$ cat src/rtl/bq_pkg.sv
// ----------------------------------------------------------------------------
// bq_pkg: shared types, sizes and helpers of the biquad filter
// Fixed-point sizes, register indexes, control structs and delay saturation.
// ----------------------------------------------------------------------------
package bq_pkg;

  localparam int SAMPLE_W   = 16;
  localparam int COEF_W     = 18;
  localparam int FRAC_BITS  = 15;
  localparam int ACC_W      = SAMPLE_W + 24;
  localparam int SUM_W      = ACC_W + 2;
  localparam int PROD_W     = SAMPLE_W + COEF_W;
  localparam int DIGIT_W    = 2;
  localparam int NUM_DIGITS = SAMPLE_W / DIGIT_W;
  localparam int CNT_W      = $clog2(NUM_DIGITS);
  localparam int NUM_COEFS  = 5;
  localparam int CFG_IDX_W  = 3;

  localparam logic [CFG_IDX_W-1:0] REG_B0 = CFG_IDX_W'(0);
  localparam logic [CFG_IDX_W-1:0] REG_B1 = CFG_IDX_W'(1);
  localparam logic [CFG_IDX_W-1:0] REG_B2 = CFG_IDX_W'(2);
  localparam logic [CFG_IDX_W-1:0] REG_A1 = CFG_IDX_W'(3);
  localparam logic [CFG_IDX_W-1:0] REG_A2 = CFG_IDX_W'(4);

  localparam logic [COEF_W-1:0] COEF_ONE   = COEF_W'(1) << FRAC_BITS;
  localparam logic [ACC_W:0]    ROUND_HALF = (ACC_W + 1)'(1) << (FRAC_BITS - 1);

  typedef logic signed [SAMPLE_W-1:0] sample_t;
  typedef logic signed [COEF_W-1:0]   coef_t;
  typedef logic signed [PROD_W-1:0]   prod_t;
  typedef logic signed [ACC_W-1:0]    acc_t;
  typedef logic signed [SUM_W-1:0]    sum_t;

  typedef struct packed {
    logic en;
    logic first;
  } mul_ctl_t;

  typedef struct packed {
    sample_t sample_out;
    logic    clipped;
  } result_t;

  function automatic acc_t sat_acc(input sum_t v);
    logic same;
    same = (&v[SUM_W-1:ACC_W-1]) || !(|v[SUM_W-1:ACC_W-1]);
    if (same) begin
      return v[ACC_W-1:0];
    end else if (v[SUM_W-1]) begin
      return {1'b1, {(ACC_W-1){1'b0}}};
    end else begin
      return {1'b0, {(ACC_W-1){1'b1}}};
    end
  endfunction

endpackage

$ cat src/rtl/bq_serial_mul.sv
// ----------------------------------------------------------------------------
// bq_serial_mul: radix-4 digit-serial multiplier
// Takes the sample two bits a cycle, most significant digit first, and folds
// each digit times the coefficient into a Horner accumulator.
// ----------------------------------------------------------------------------
module bq_serial_mul (
  input  logic                        clk,
  input  bq_pkg::coef_t               coef,
  input  logic [bq_pkg::DIGIT_W-1:0]  digit,
  input  bq_pkg::mul_ctl_t            ctl,
  output bq_pkg::prod_t               prod
);

  bq_pkg::prod_t lo;
  bq_pkg::prod_t hi;
  bq_pkg::prod_t term;
  bq_pkg::prod_t base;

  always_comb begin
    lo   = digit[0] ? bq_pkg::PROD_W'(coef) : '0;
    hi   = digit[1] ? (bq_pkg::PROD_W'(coef) <<< 1) : '0;
    // top digit carries the sign weight
    term = ctl.first ? (lo - hi) : (lo + hi);
    base = ctl.first ? '0 : (prod <<< bq_pkg::DIGIT_W);
  end

  always_ff @(posedge clk) begin
    if (ctl.en) begin
      prod <= base + term;
    end
  end

endmodule

$ cat src/rtl/bq_core.sv
// ----------------------------------------------------------------------------
// bq_core: transposed direct form II sequencer and delay state
// Runs the feedforward products, forms the rounded saturated output, runs the
// feedback products and updates both delay words.
// ----------------------------------------------------------------------------
module bq_core (
  input  logic            clk,
  input  logic            rst,
  input  logic            clr,
  input  logic            start,
  input  bq_pkg::sample_t sample,
  input  bq_pkg::coef_t   coef_b0,
  input  bq_pkg::coef_t   coef_b1,
  input  bq_pkg::coef_t   coef_b2,
  input  bq_pkg::coef_t   coef_a1,
  input  bq_pkg::coef_t   coef_a2,
  output logic            idle,
  output logic            res_valid,
  output bq_pkg::result_t res,
  input  logic            res_take
);

  typedef enum logic [2:0] {
    S_IDLE, S_XMUL, S_YRES, S_YMUL, S_UPD, S_HOLD
  } state_t;

  state_t                    state;
  logic [bq_pkg::CNT_W-1:0]  cnt;
  bq_pkg::sample_t           xs;
  bq_pkg::sample_t           ys;
  bq_pkg::acc_t              delay_one;
  bq_pkg::acc_t              delay_two;
  bq_pkg::prod_t             p0, p1, p2, q1, q2;
  bq_pkg::mul_ctl_t          x_ctl, y_ctl;
  logic [bq_pkg::DIGIT_W-1:0] x_digit, y_digit;

  logic signed [bq_pkg::ACC_W:0]                  ysum;
  logic signed [bq_pkg::ACC_W-bq_pkg::FRAC_BITS:0] yshift;
  logic                                           y_ok;
  bq_pkg::sample_t                                y_sat;
  bq_pkg::sum_t                                   t1, t2;
  logic                                           last_digit;

  assign x_digit    = xs[bq_pkg::SAMPLE_W-1 -: bq_pkg::DIGIT_W];
  assign y_digit    = ys[bq_pkg::SAMPLE_W-1 -: bq_pkg::DIGIT_W];
  assign last_digit = (cnt == bq_pkg::CNT_W'(bq_pkg::NUM_DIGITS - 1));

  assign x_ctl.en    = (state == S_XMUL);
  assign x_ctl.first = (cnt == '0);
  assign y_ctl.en    = (state == S_YMUL);
  assign y_ctl.first = (cnt == '0);

  assign idle      = (state == S_IDLE);
  assign res_valid = (state == S_HOLD);

  bq_serial_mul u_mul_b0 (.clk(clk), .coef(coef_b0), .digit(x_digit), .ctl(x_ctl), .prod(p0));
  bq_serial_mul u_mul_b1 (.clk(clk), .coef(coef_b1), .digit(x_digit), .ctl(x_ctl), .prod(p1));
  bq_serial_mul u_mul_b2 (.clk(clk), .coef(coef_b2), .digit(x_digit), .ctl(x_ctl), .prod(p2));
  bq_serial_mul u_mul_a1 (.clk(clk), .coef(coef_a1), .digit(y_digit), .ctl(y_ctl), .prod(q1));
  bq_serial_mul u_mul_a2 (.clk(clk), .coef(coef_a2), .digit(y_digit), .ctl(y_ctl), .prod(q2));

  always_comb begin
    ysum   = (bq_pkg::ACC_W + 1)'(p0) + (bq_pkg::ACC_W + 1)'(delay_one) + bq_pkg::ROUND_HALF;
    yshift = ysum[bq_pkg::ACC_W:bq_pkg::FRAC_BITS];
    y_ok   = (&yshift[bq_pkg::ACC_W-bq_pkg::FRAC_BITS:bq_pkg::SAMPLE_W-1]) ||
             !(|yshift[bq_pkg::ACC_W-bq_pkg::FRAC_BITS:bq_pkg::SAMPLE_W-1]);
    if (y_ok) begin
      y_sat = yshift[bq_pkg::SAMPLE_W-1:0];
    end else if (yshift[bq_pkg::ACC_W-bq_pkg::FRAC_BITS]) begin
      y_sat = {1'b1, {(bq_pkg::SAMPLE_W-1){1'b0}}};
    end else begin
      y_sat = {1'b0, {(bq_pkg::SAMPLE_W-1){1'b1}}};
    end
    t1 = bq_pkg::SUM_W'(p1) - bq_pkg::SUM_W'(q1) + bq_pkg::SUM_W'(delay_two);
    t2 = bq_pkg::SUM_W'(p2) - bq_pkg::SUM_W'(q2);
  end

  always_ff @(posedge clk) begin
    if (rst) begin
      state     <= S_IDLE;
      cnt       <= '0;
      delay_one <= '0;
      delay_two <= '0;
    end else begin
      unique case (state)
        S_IDLE: begin
          if (start) begin
            xs    <= sample;
            cnt   <= '0;
            state <= S_XMUL;
          end
        end
        S_XMUL: begin
          xs  <= xs <<< bq_pkg::DIGIT_W;
          cnt <= cnt + 1'b1;
          if (last_digit) begin
            state <= S_YRES;
          end
        end
        S_YRES: begin
          ys             <= y_sat;
          res.sample_out <= y_sat;
          res.clipped    <= !y_ok;
          cnt            <= '0;
          state          <= S_YMUL;
        end
        S_YMUL: begin
          ys  <= ys <<< bq_pkg::DIGIT_W;
          cnt <= cnt + 1'b1;
          if (last_digit) begin
            state <= S_UPD;
          end
        end
        S_UPD: begin
          delay_one <= bq_pkg::sat_acc(t1);
          delay_two <= bq_pkg::sat_acc(t2);
          state     <= S_HOLD;
        end
        S_HOLD: begin
          if (res_take) begin
            state <= S_IDLE;
          end
        end
        default: state <= S_IDLE;
      endcase
      if (clr) begin
        delay_one <= '0;
        delay_two <= '0;
      end
    end
  end

endmodule

$ cat src/rtl/biquad_tdf2_filter.sv
// ----------------------------------------------------------------------------
// biquad_tdf2_filter: second-order IIR section, transposed direct form II
// Samples enter on the s_axis beat and leave on the m_axis beat, one result
// beat per input beat, in order. tdata carries the signed 16-bit sample;
// m_axis_tuser is high when the output saturated.
// Coefficients b0, b1, b2, a1, a2 (signed Q2.15) are written through
// cfg_we/cfg_index/cfg_data at indexes 0 to 4; any such write clears both
// delay words. Indexes 5 to 7 are ignored. Write only while the filter is idle.
// From accept to the result register each sample passes through the states
// S_XMUL (radix-4 digits of the feedforward products), S_YRES (rounding and
// saturation), S_YMUL (digits of the feedback products), S_UPD (delay update)
// and S_HOLD (transfer). The feedback products need the finished output, so
// the two digit-serial passes run back to back, and a new sample is taken
// only once the previous one has left the core.
// A stalled receiver holds the result register; the core parks one further
// finished result behind it, then stops accepting.
// Reset (rst, synchronous) restores unity passthrough, clears the delays and
// empties the output register.
// ----------------------------------------------------------------------------
module biquad_tdf2_filter (
  input  logic                           clk,
  input  logic                           rst,
  input  logic                           s_axis_tvalid,
  output logic                           s_axis_tready,
  input  logic [15:0]                    s_axis_tdata,  // [15:0] sample_in
  output logic                           m_axis_tvalid,
  input  logic                           m_axis_tready,
  output logic [15:0]                    m_axis_tdata,  // [15:0] sample_out
  output logic                           m_axis_tuser,  // [0] clipped
  input  logic                           cfg_we,
  input  logic [bq_pkg::CFG_IDX_W-1:0]   cfg_index,
  input  logic [bq_pkg::COEF_W-1:0]      cfg_data
);

  bq_pkg::coef_t   coef_b0, coef_b1, coef_b2, coef_a1, coef_a2;
  logic            core_idle;
  logic            res_valid;
  logic            res_take;
  logic            clr;
  bq_pkg::result_t res;

  assign s_axis_tready = core_idle;
  assign res_take      = res_valid && (!m_axis_tvalid || m_axis_tready);
  assign clr           = cfg_we && (cfg_index < bq_pkg::CFG_IDX_W'(bq_pkg::NUM_COEFS));

  always_ff @(posedge clk) begin
    if (rst) begin
      coef_b0 <= bq_pkg::COEF_ONE;
      coef_b1 <= '0;
      coef_b2 <= '0;
      coef_a1 <= '0;
      coef_a2 <= '0;
    end else if (cfg_we) begin
      unique case (cfg_index)
        bq_pkg::REG_B0: coef_b0 <= cfg_data;
        bq_pkg::REG_B1: coef_b1 <= cfg_data;
        bq_pkg::REG_B2: coef_b2 <= cfg_data;
        bq_pkg::REG_A1: coef_a1 <= cfg_data;
        bq_pkg::REG_A2: coef_a2 <= cfg_data;
        default: ;
      endcase
    end
  end

  bq_core u_core (
    .clk       (clk),
    .rst       (rst),
    .clr       (clr),
    .start     (s_axis_tvalid && s_axis_tready),
    .sample    (s_axis_tdata),
    .coef_b0   (coef_b0),
    .coef_b1   (coef_b1),
    .coef_b2   (coef_b2),
    .coef_a1   (coef_a1),
    .coef_a2   (coef_a2),
    .idle      (core_idle),
    .res_valid (res_valid),
    .res       (res),
    .res_take  (res_take)
  );

  // hold the result beat until the receiver takes it
  always_ff @(posedge clk) begin
    if (rst) begin
      m_axis_tvalid <= 1'b0;
    end else if (res_take) begin
      m_axis_tvalid <= 1'b1;
    end else if (m_axis_tready) begin
      m_axis_tvalid <= 1'b0;
    end
  end

  always_ff @(posedge clk) begin
    if (res_take) begin
      m_axis_tdata <= res.sample_out;
      m_axis_tuser <= res.clipped;
    end
  end

endmodule
$ cat config.mk
export PLATFORM = sky130hd
export DESIGN_NAME = biquad_tdf2_filter
export DESIGN_NICKNAME = d
export VERILOG_FILES = /design/src/rtl/bq_pkg.sv /design/src/rtl/bq_serial_mul.sv /design/src/rtl/bq_core.sv /design/src/rtl/biquad_tdf2_filter.sv
export SDC_FILE = /design/constraint.sdc
export NUM_CORES = 2
export LEC_CHECK = 0
export BUFFER_PORTS_ARGS = -buffer_cell sky130_fd_sc_hd__buf_2
export CAP_MARGIN = 10
export CELL_PAD_IN_SITES_DETAIL_PLACEMENT = 1
export CELL_PAD_IN_SITES_GLOBAL_PLACEMENT = 1
export CORE_MARGIN = 3
export CORE_UTILIZATION = 50
export CTS_CLUSTER_DIAMETER = 200
export DETAILED_ROUTE_END_ITERATION = 8
export PLACE_DENSITY = 0.85
export SYNTH_ARGS = -nofsm -noshare
export SYNTH_HDL_FRONTEND = slang
export SYNTH_SLANG_ARGS = --single-unit
$ cat constraint.sdc
create_clock -name clk -period 8.12 [get_ports clk]
set_clock_uncertainty 0.2 [all_clocks]
set_input_delay 1.624 -clock clk [delete_from_list [all_inputs] [get_ports clk]]
set_output_delay 1.624 -clock clk [all_outputs]
set_load 0.02 [all_outputs]
* Yosys cells after proc, flatten, opt, wreduce, memory -nomap -nowiden *
Index checks and enable logic that the tools add are counted.

cells by class
  equal/unequal tests = 14
  add/sub/neg operators = 21
  reduce and logical (&&, ||, !) cells = 37
  bitwise logic cells = 1
  multiplexer cells = 38
  magnitude comparators = 1

operators with widths
  cell                      number
  $mux W34                  20
  $add A34 B34 Y34          10
  $sub A34 B34 Y34          5
  $mux W40                  4
  $sub A34 B34 Y35          2
  $pmux W16 S2              2
  $mux W16                  3
  $add A34 B40 Y41          1
  $add A35 B40 Y41          1
  $add A41 B15 Y41 const B  1
  $pmux W3 S6               1
  $reduce_and A2 Y1         8
  $mux W3                   5
  $eq A3 B2 Y1 const B      4
  $eq A3 B3 Y1 const B      4
  $reduce_and A11 Y1        1
  $reduce_or A11 Y1         1
  $logic_not A3 Y1          3
  $pmux W3 S3               1
  $reduce_and A3 Y1         3
  $ne A2 B1 Y1 const B      4
  $eq A3 B1 Y1 const B      2
  $reduce_bool A2 Y1        3
  $reduce_or A3 Y1          2
  10 further kinds          21

word-level totals
  bits of input ports = 42
  word-level logic and storage cells = 133
  output and inout port bits = 19
  bits in registers = 413

* Longest topological paths before layout *
  word-level depth = 7
  mapped depth = 36
  mapped depth without buffers = 33

* By module *
Synthesis repeated with hierarchy kept, for this count alone.

second synthesis, totals
  cell total of the unflattened synthesis = 5195
  area total of the unflattened synthesis = 42972.5 µm²

by module, submodules not included
  module                                instances  cells an instance  area an instance (µm²)  sequential area each (µm²)
  bq_core                               1          1553               12604.6                 3093.0
  bq_serial_mul at u_core.u_mul_a1 ...  2          683                5375.2                  1021.0
  bq_serial_mul at u_core.u_mul_b1 ...  2          633                5069.9                  1021.0
  bq_serial_mul at u_core.u_mul_b0      1          666                5327.6                  1021.0
  biquad_tdf2_filter                    1          344                4150.2                  2332.2

* Worst setup path before layout *
Ideal clock, no wire load.

  kind = reg-to-reg
  start = reg u_core.xs[15]
  end = reg u_core.u_mul_b1.prod[33], data pin
  data arrival time = 6.474 ns
  buffers on the path = 4
  library setup time = 0.264 ns
  setup slack = 1.183 ns
  period minus slack after synthesis = 6.937 ns
  data required time = 7.656 ns
  cell stages (with the launch flop) = 31
  cell sequence = edfxtp_1 clkbuf_1 clkbuf_1 clkbuf_1 clkbuf_1 nand2_1 ha_1 a21oi_1 or2_2 o211ai_1 ha_1 or3_1 o31ai_1 o21ai_0 o21a_1 o21ai_0 nand2b_1 a21oi_1 xnor2_1 ha_1 nor3_1 nor2_1 o41ai_2 a31oi_1 a221o_1 a2111oi_0 o211ai_1 nand2_1 mux2i_1 a221oi_2 xor2_1

on the way
  cells in the longest elaborated chain, start to end = 4
  elaborated cells on any way between the ends = 5
  classes of those cells = 3 x add/sub; 2 x mux

ends and longest elaborated chain
  element                                               line                 source
  start, declared                                       bq_core.sv:29        bq_pkg::sample_t xs;
  start signal, assigned                                bq_core.sv:88        xs <= sample;
  start signal, assigned                                bq_core.sv:94        xs <= xs <<< bq_pkg::DIGIT_W;
  $mux W34 *                                            bq_serial_mul.sv:21  hi = digit[1] ? (bq_pkg::PROD_W'(coef) <<< 1) : '0;
  $add A34 B34 Y34 or $sub A34 B34 Y34 (tied branches)  bq_serial_mul.sv:23  term = ctl.first ? (lo - hi) : (lo + hi);
  $mux W34 *                                            bq_serial_mul.sv:23
  $add A34 B34 Y34 *                                    bq_serial_mul.sv:29  prod <= base + term;
  end signal, assigned                                  bq_serial_mul.sv:29
  end, declared                                         bq_serial_mul.sv:11  output bq_pkg::prod_t prod

Every way passes the cells marked *; elsewhere a longest branch is shown, timed or not.
A chain may end at the register's enable or synchronous reset.

* Final worst setup path *
  start = reg u_core.xs[15]
  end = reg u_core.u_mul_b0.prod[33], data pin

on the way
  cells in the longest elaborated chain, start to end = 4
  elaborated cells on any way between the ends = 5
  classes of those cells = 3 x add/sub; 2 x mux

ends and longest elaborated chain
  element                                               line
  $mux W34 *                                            bq_serial_mul.sv:21
  $add A34 B34 Y34 or $sub A34 B34 Y34 (tied branches)  bq_serial_mul.sv:23
  $mux W34 *                                            bq_serial_mul.sv:23
  $add A34 B34 Y34 *                                    bq_serial_mul.sv:29
  end signal, assigned                                  bq_serial_mul.sv:29
  end, declared                                         bq_serial_mul.sv:11

Marks and branches as above.

==> results by group <==
Timing
  – Ratio of final minimum period to clock period: 92.4%
  – Final worst slack: 0.616 ns
  – Fin. max-slew vios: 0
  – RSZ-0062 raised after global routing: false
  – WHS: 0.219 ns
  – Worst-Margin Slew: 1.12 ns
  – Final hold violations: 0
  – Max Clk Rate: 0.133 GHz
  – Relative slew slack: 24.7%
  – Final setup violation count: 0
  – Setup TNS: 0 ns
  – Fin crit period: 7.50 ns

Final layout
  – Share of post-route cells with drive strength above 1: 5.64%
  – Most frequent cells in the layout: a21oi_1 (531), nand2_1 (530), ha_1 (476), nor2_1 (350), inv_1 (310)
  – Nets: 5376
  – Commonest non-fill, non-tap cell in the layout: a21oi_1
  – Area delta synth->final: 7.78%
  – Fillers: 9420
  – Post-route cell area: 0.0424 sq mm

Clock tree
  – Root Buffer: clkbuf_16
  – Clk buf depth: 3
  – CTS Buf Count: 50
  – H-Tree Level Count: 2
  – CTS Sinks: 408
  – Clk pin slew, worst setup/hold paths: 0.06 ns
  – CTS tree: done
  – Worst-Skew Late Latency: 0.62 ns

Synth
  – Mapped Area: 0.0393 sq mm
  – Post-synth net total: 5370
  – Post-synthesis instance total: 4811
  – Synth unique cells: 91
  – Register area share after synthesis: 26.8%
  – Seq cells post-synth: 408
  – Syn Area/Cell: 8.17 sq um
  – Ys flop type: edfxtp_1
  – Warning count from the yosys run: 0
  – Number of enable flip-flop cells after synthesis: 236
  – Asr flop ratio synth: 0%

GRT
  – Largest net degree at the start of global routing: 78
  – Met3 usage: 3.22%
  – Global-route wire length before repair: 199000 um
  – M1 GR Usage: 37.3%
  – GR Util met2: 53.1%
  – Overflow after GRT: 0
  – Layer with the highest usage: met2
  – Vias in the first global route: 36600
  – Initial antenna violation count: 3
  – Tot GR Track Use: 30.0%

Worst setup path
  – Crit path required time: 8.28 ns
  – RR Endpoint: u_core.u_mul_b0.prod[33]
  – Slowest-stage cell, CP: a2111oi_1
  – Critical path type: register to register
  – Depth of the most critical reg-to-reg path: 27
  – Max FO, Critical Path: 44
  – Data arrival, critical path: 7.67 ns
  – Startpoint Class: register
  – Max stage delay on crit path: 0.61 ns
  – Reg2reg start: u_core.xs[15]
  – Setup crit end kind: register
  – Cell with the most instances on the worst path: a21oi_1
  – Setup slack, reg-to-reg: 0.62 ns

Die
  – Height of the die: 286 um
  – FP Rows: 102
  – Io pins: 61
  – Die area: 0.0820 sq mm
  – Core area: 0.0777 sq mm
  – Die width: 286 um
  – Effective utilization at floorplan: 50.6%

Pwr
  – Peak supply drop: 0.162 mV
  – Pwr dens: 243 mW/mm^2
  – P_leak: 0.0186 uW

Min path
  – Hold path depth: 0
  – Min-delay src: u_core.res[3]
  – Destination of the worst hold path: m_axis_tdata[2]
  – Worst Hold Class: register to register

Route
  – DRC violations left: 0
  – Total number of vias: 35600
  – Final wirelength: 126000 um
  – Antenna Nets Post-Route: 0
  – Iteration-0 DRC Markers: 2023
  – Detailed Routing Iterations Pass 1: 5
  – Routed WL per cell: 21.3 um
  – Avg Vias per Cell: 6.04

Placement
  – DP HPWL: 96400 um
  – Place WS: 0.798 ns
  – Placer Congestion: 0.936
  – Number of port buffers: 60
  – Cell Area, Placed: 0.0407 sq mm

Run
  – Max cap viols: 0

Outcome
  – Status: complete, no violations
## logic make-up after synthesis
kind of cell / share of synthesized area [%]
and+or+nand+nor: 18.4
AOI/OAI and AO/OA: 23.5
adders and majority gates: 17.3
buffers and inverters: 4.39
xor gates and xnor gates: 9.11
DFF: 26.8
muxes: 0.614
## final cells by class
cell class / count / area [sq um] / area share, %
Timing Repair Buffer: 99 / 608 / 1.43
Tap cell: 1040 / 1300 / 3.07
Clock buffer: 60 / 1330 / 3.14
Inverter: 311 / 1170 / 2.76
Sequential cell: 408 / 10500 / 24.8
Antenna cell: 2 / 5.00 / 0.0118
Clock inverter: 32 / 317 / 0.747
Multi-Input combinational cell: 3947 / 27100 / 64.0
## state kept, by name, indices dropped and copies added (netlist names)
name and flops:
u_core.delay_two 35, coef_b0 18, coef_a2 18, u_core.res 17
u_core.u_mul_a2.prod 34, coef_b2 18, u_core.ys 16, u_core.u_mul_b1.prod 34
u_core.state 3, m_axis_tdata 16, m_axis_tuser 1, u_core.delay_one 40
u_core.u_mul_b2.prod 34, m_axis_tvalid 1, u_core.u_mul_a1.prod 34, coef_b1 18
u_core.cnt 3, u_core.xs 16, u_core.u_mul_b0.prod 34, coef_a1 18
## critical path, delay by kind of cell, from the launching register on
family                   cells  cell delay (ns)
AO/OA/AOI/OAI               15             3.80
XOR/XNOR                     4             0.65
adder cells (fa/ha/maj)      2             0.65
buffers and inverters        1             0.51
flip-flops                   1             0.58
AND/OR/NAND/NOR              5             0.84
## worst max path at each step
stage                             start                       end  slack, ns  cells past startpoint
after floorplan           u_core.xs[15]  u_core.u_mul_b1.prod[33]       1.18                     30
after global placement    u_core.xs[15]  u_core.u_mul_b0.prod[33]       0.91                     29
after detailed placement  u_core.cnt[0]  u_core.u_mul_b0.prod[33]       0.80                     30
after CTS                 u_core.xs[15]  u_core.u_mul_b0.prod[33]       0.62                     27
after global routing      u_core.cnt[1]  u_core.u_mul_b0.prod[33]       0.05                     30
final                     u_core.xs[15]  u_core.u_mul_b0.prod[33]       0.62                     27
## metal layers
layer | share of wire (%) | wire length, um
met5 | 0.021 | 27
met4 | 4.3 | 5420
met1 | 43 | 53500
met2 | 49 | 61500
met3 | 4.2 | 5290
## synthesized netlist by cell type (all sizes together) (11+ instances only)
cell type  number  share of area [%]
a2111oi        11               0.28
a211o          11               0.25
a211oi         32               0.61
a21boi         18               0.34
a21o          183                3.5
a21oi         537                6.9
a221o          14               0.36
a22oi          17               0.34
a31oi          64                1.1
and2          193                3.1
and3           34               0.54
buf            27               0.29
clkbuf        118                1.1
dfxtp         172                8.8
edfxtp        236                 18
fa             41                2.1
ha            476                 15
inv           311                3.0
mux2           17               0.49
nand2         530                5.1
nand2b         68                1.1
nand3          81                1.0
nand4          25               0.44
nor2          351                3.4
nor2b          54               0.86
nor3           82                1.1
o2111ai        11               0.25
o211ai         23               0.45
o21a           77                1.5
o21ai         283                3.6
o21bai         48               0.92
o22ai          21               0.33
o31ai          35               0.68
o41ai          18               0.44
or2            28               0.45
or3            27               0.43
xnor2         270                6.0
xor2          139                3.1
## stage by stage
step | std cells | utilization (%) | total power (uW)
2_1_floorplan | 4811 | - | 6600
5_1_grt | 5897 | 54.5 | 11000
3_3_place_gp | 5805 | 52.4 | 7680
4_1_cts | 5897 | 54.5 | 10300
3_5_place_dp | 5805 | 52.4 | 7900
6_report | 5899 | 54.5 | 10300
## power breakdown
| part | internal [uW] | switching, uW | total (uW) |
|---|---|---|---|
| clock | 1310 | 1010 | 2310 |
| combinational | 2110 | 3120 | 5230 |
| sequential | 2560 | 177 | 2740 |
| total | 5980 | 4300 | 10300 |
## timing repair
item	CTS	global route
hold buffers	0	0
buffers inserted	0	0
setup endpoints to repair	0	4
gates resized for setup	0	2
(Power assumes the default switching activity.)
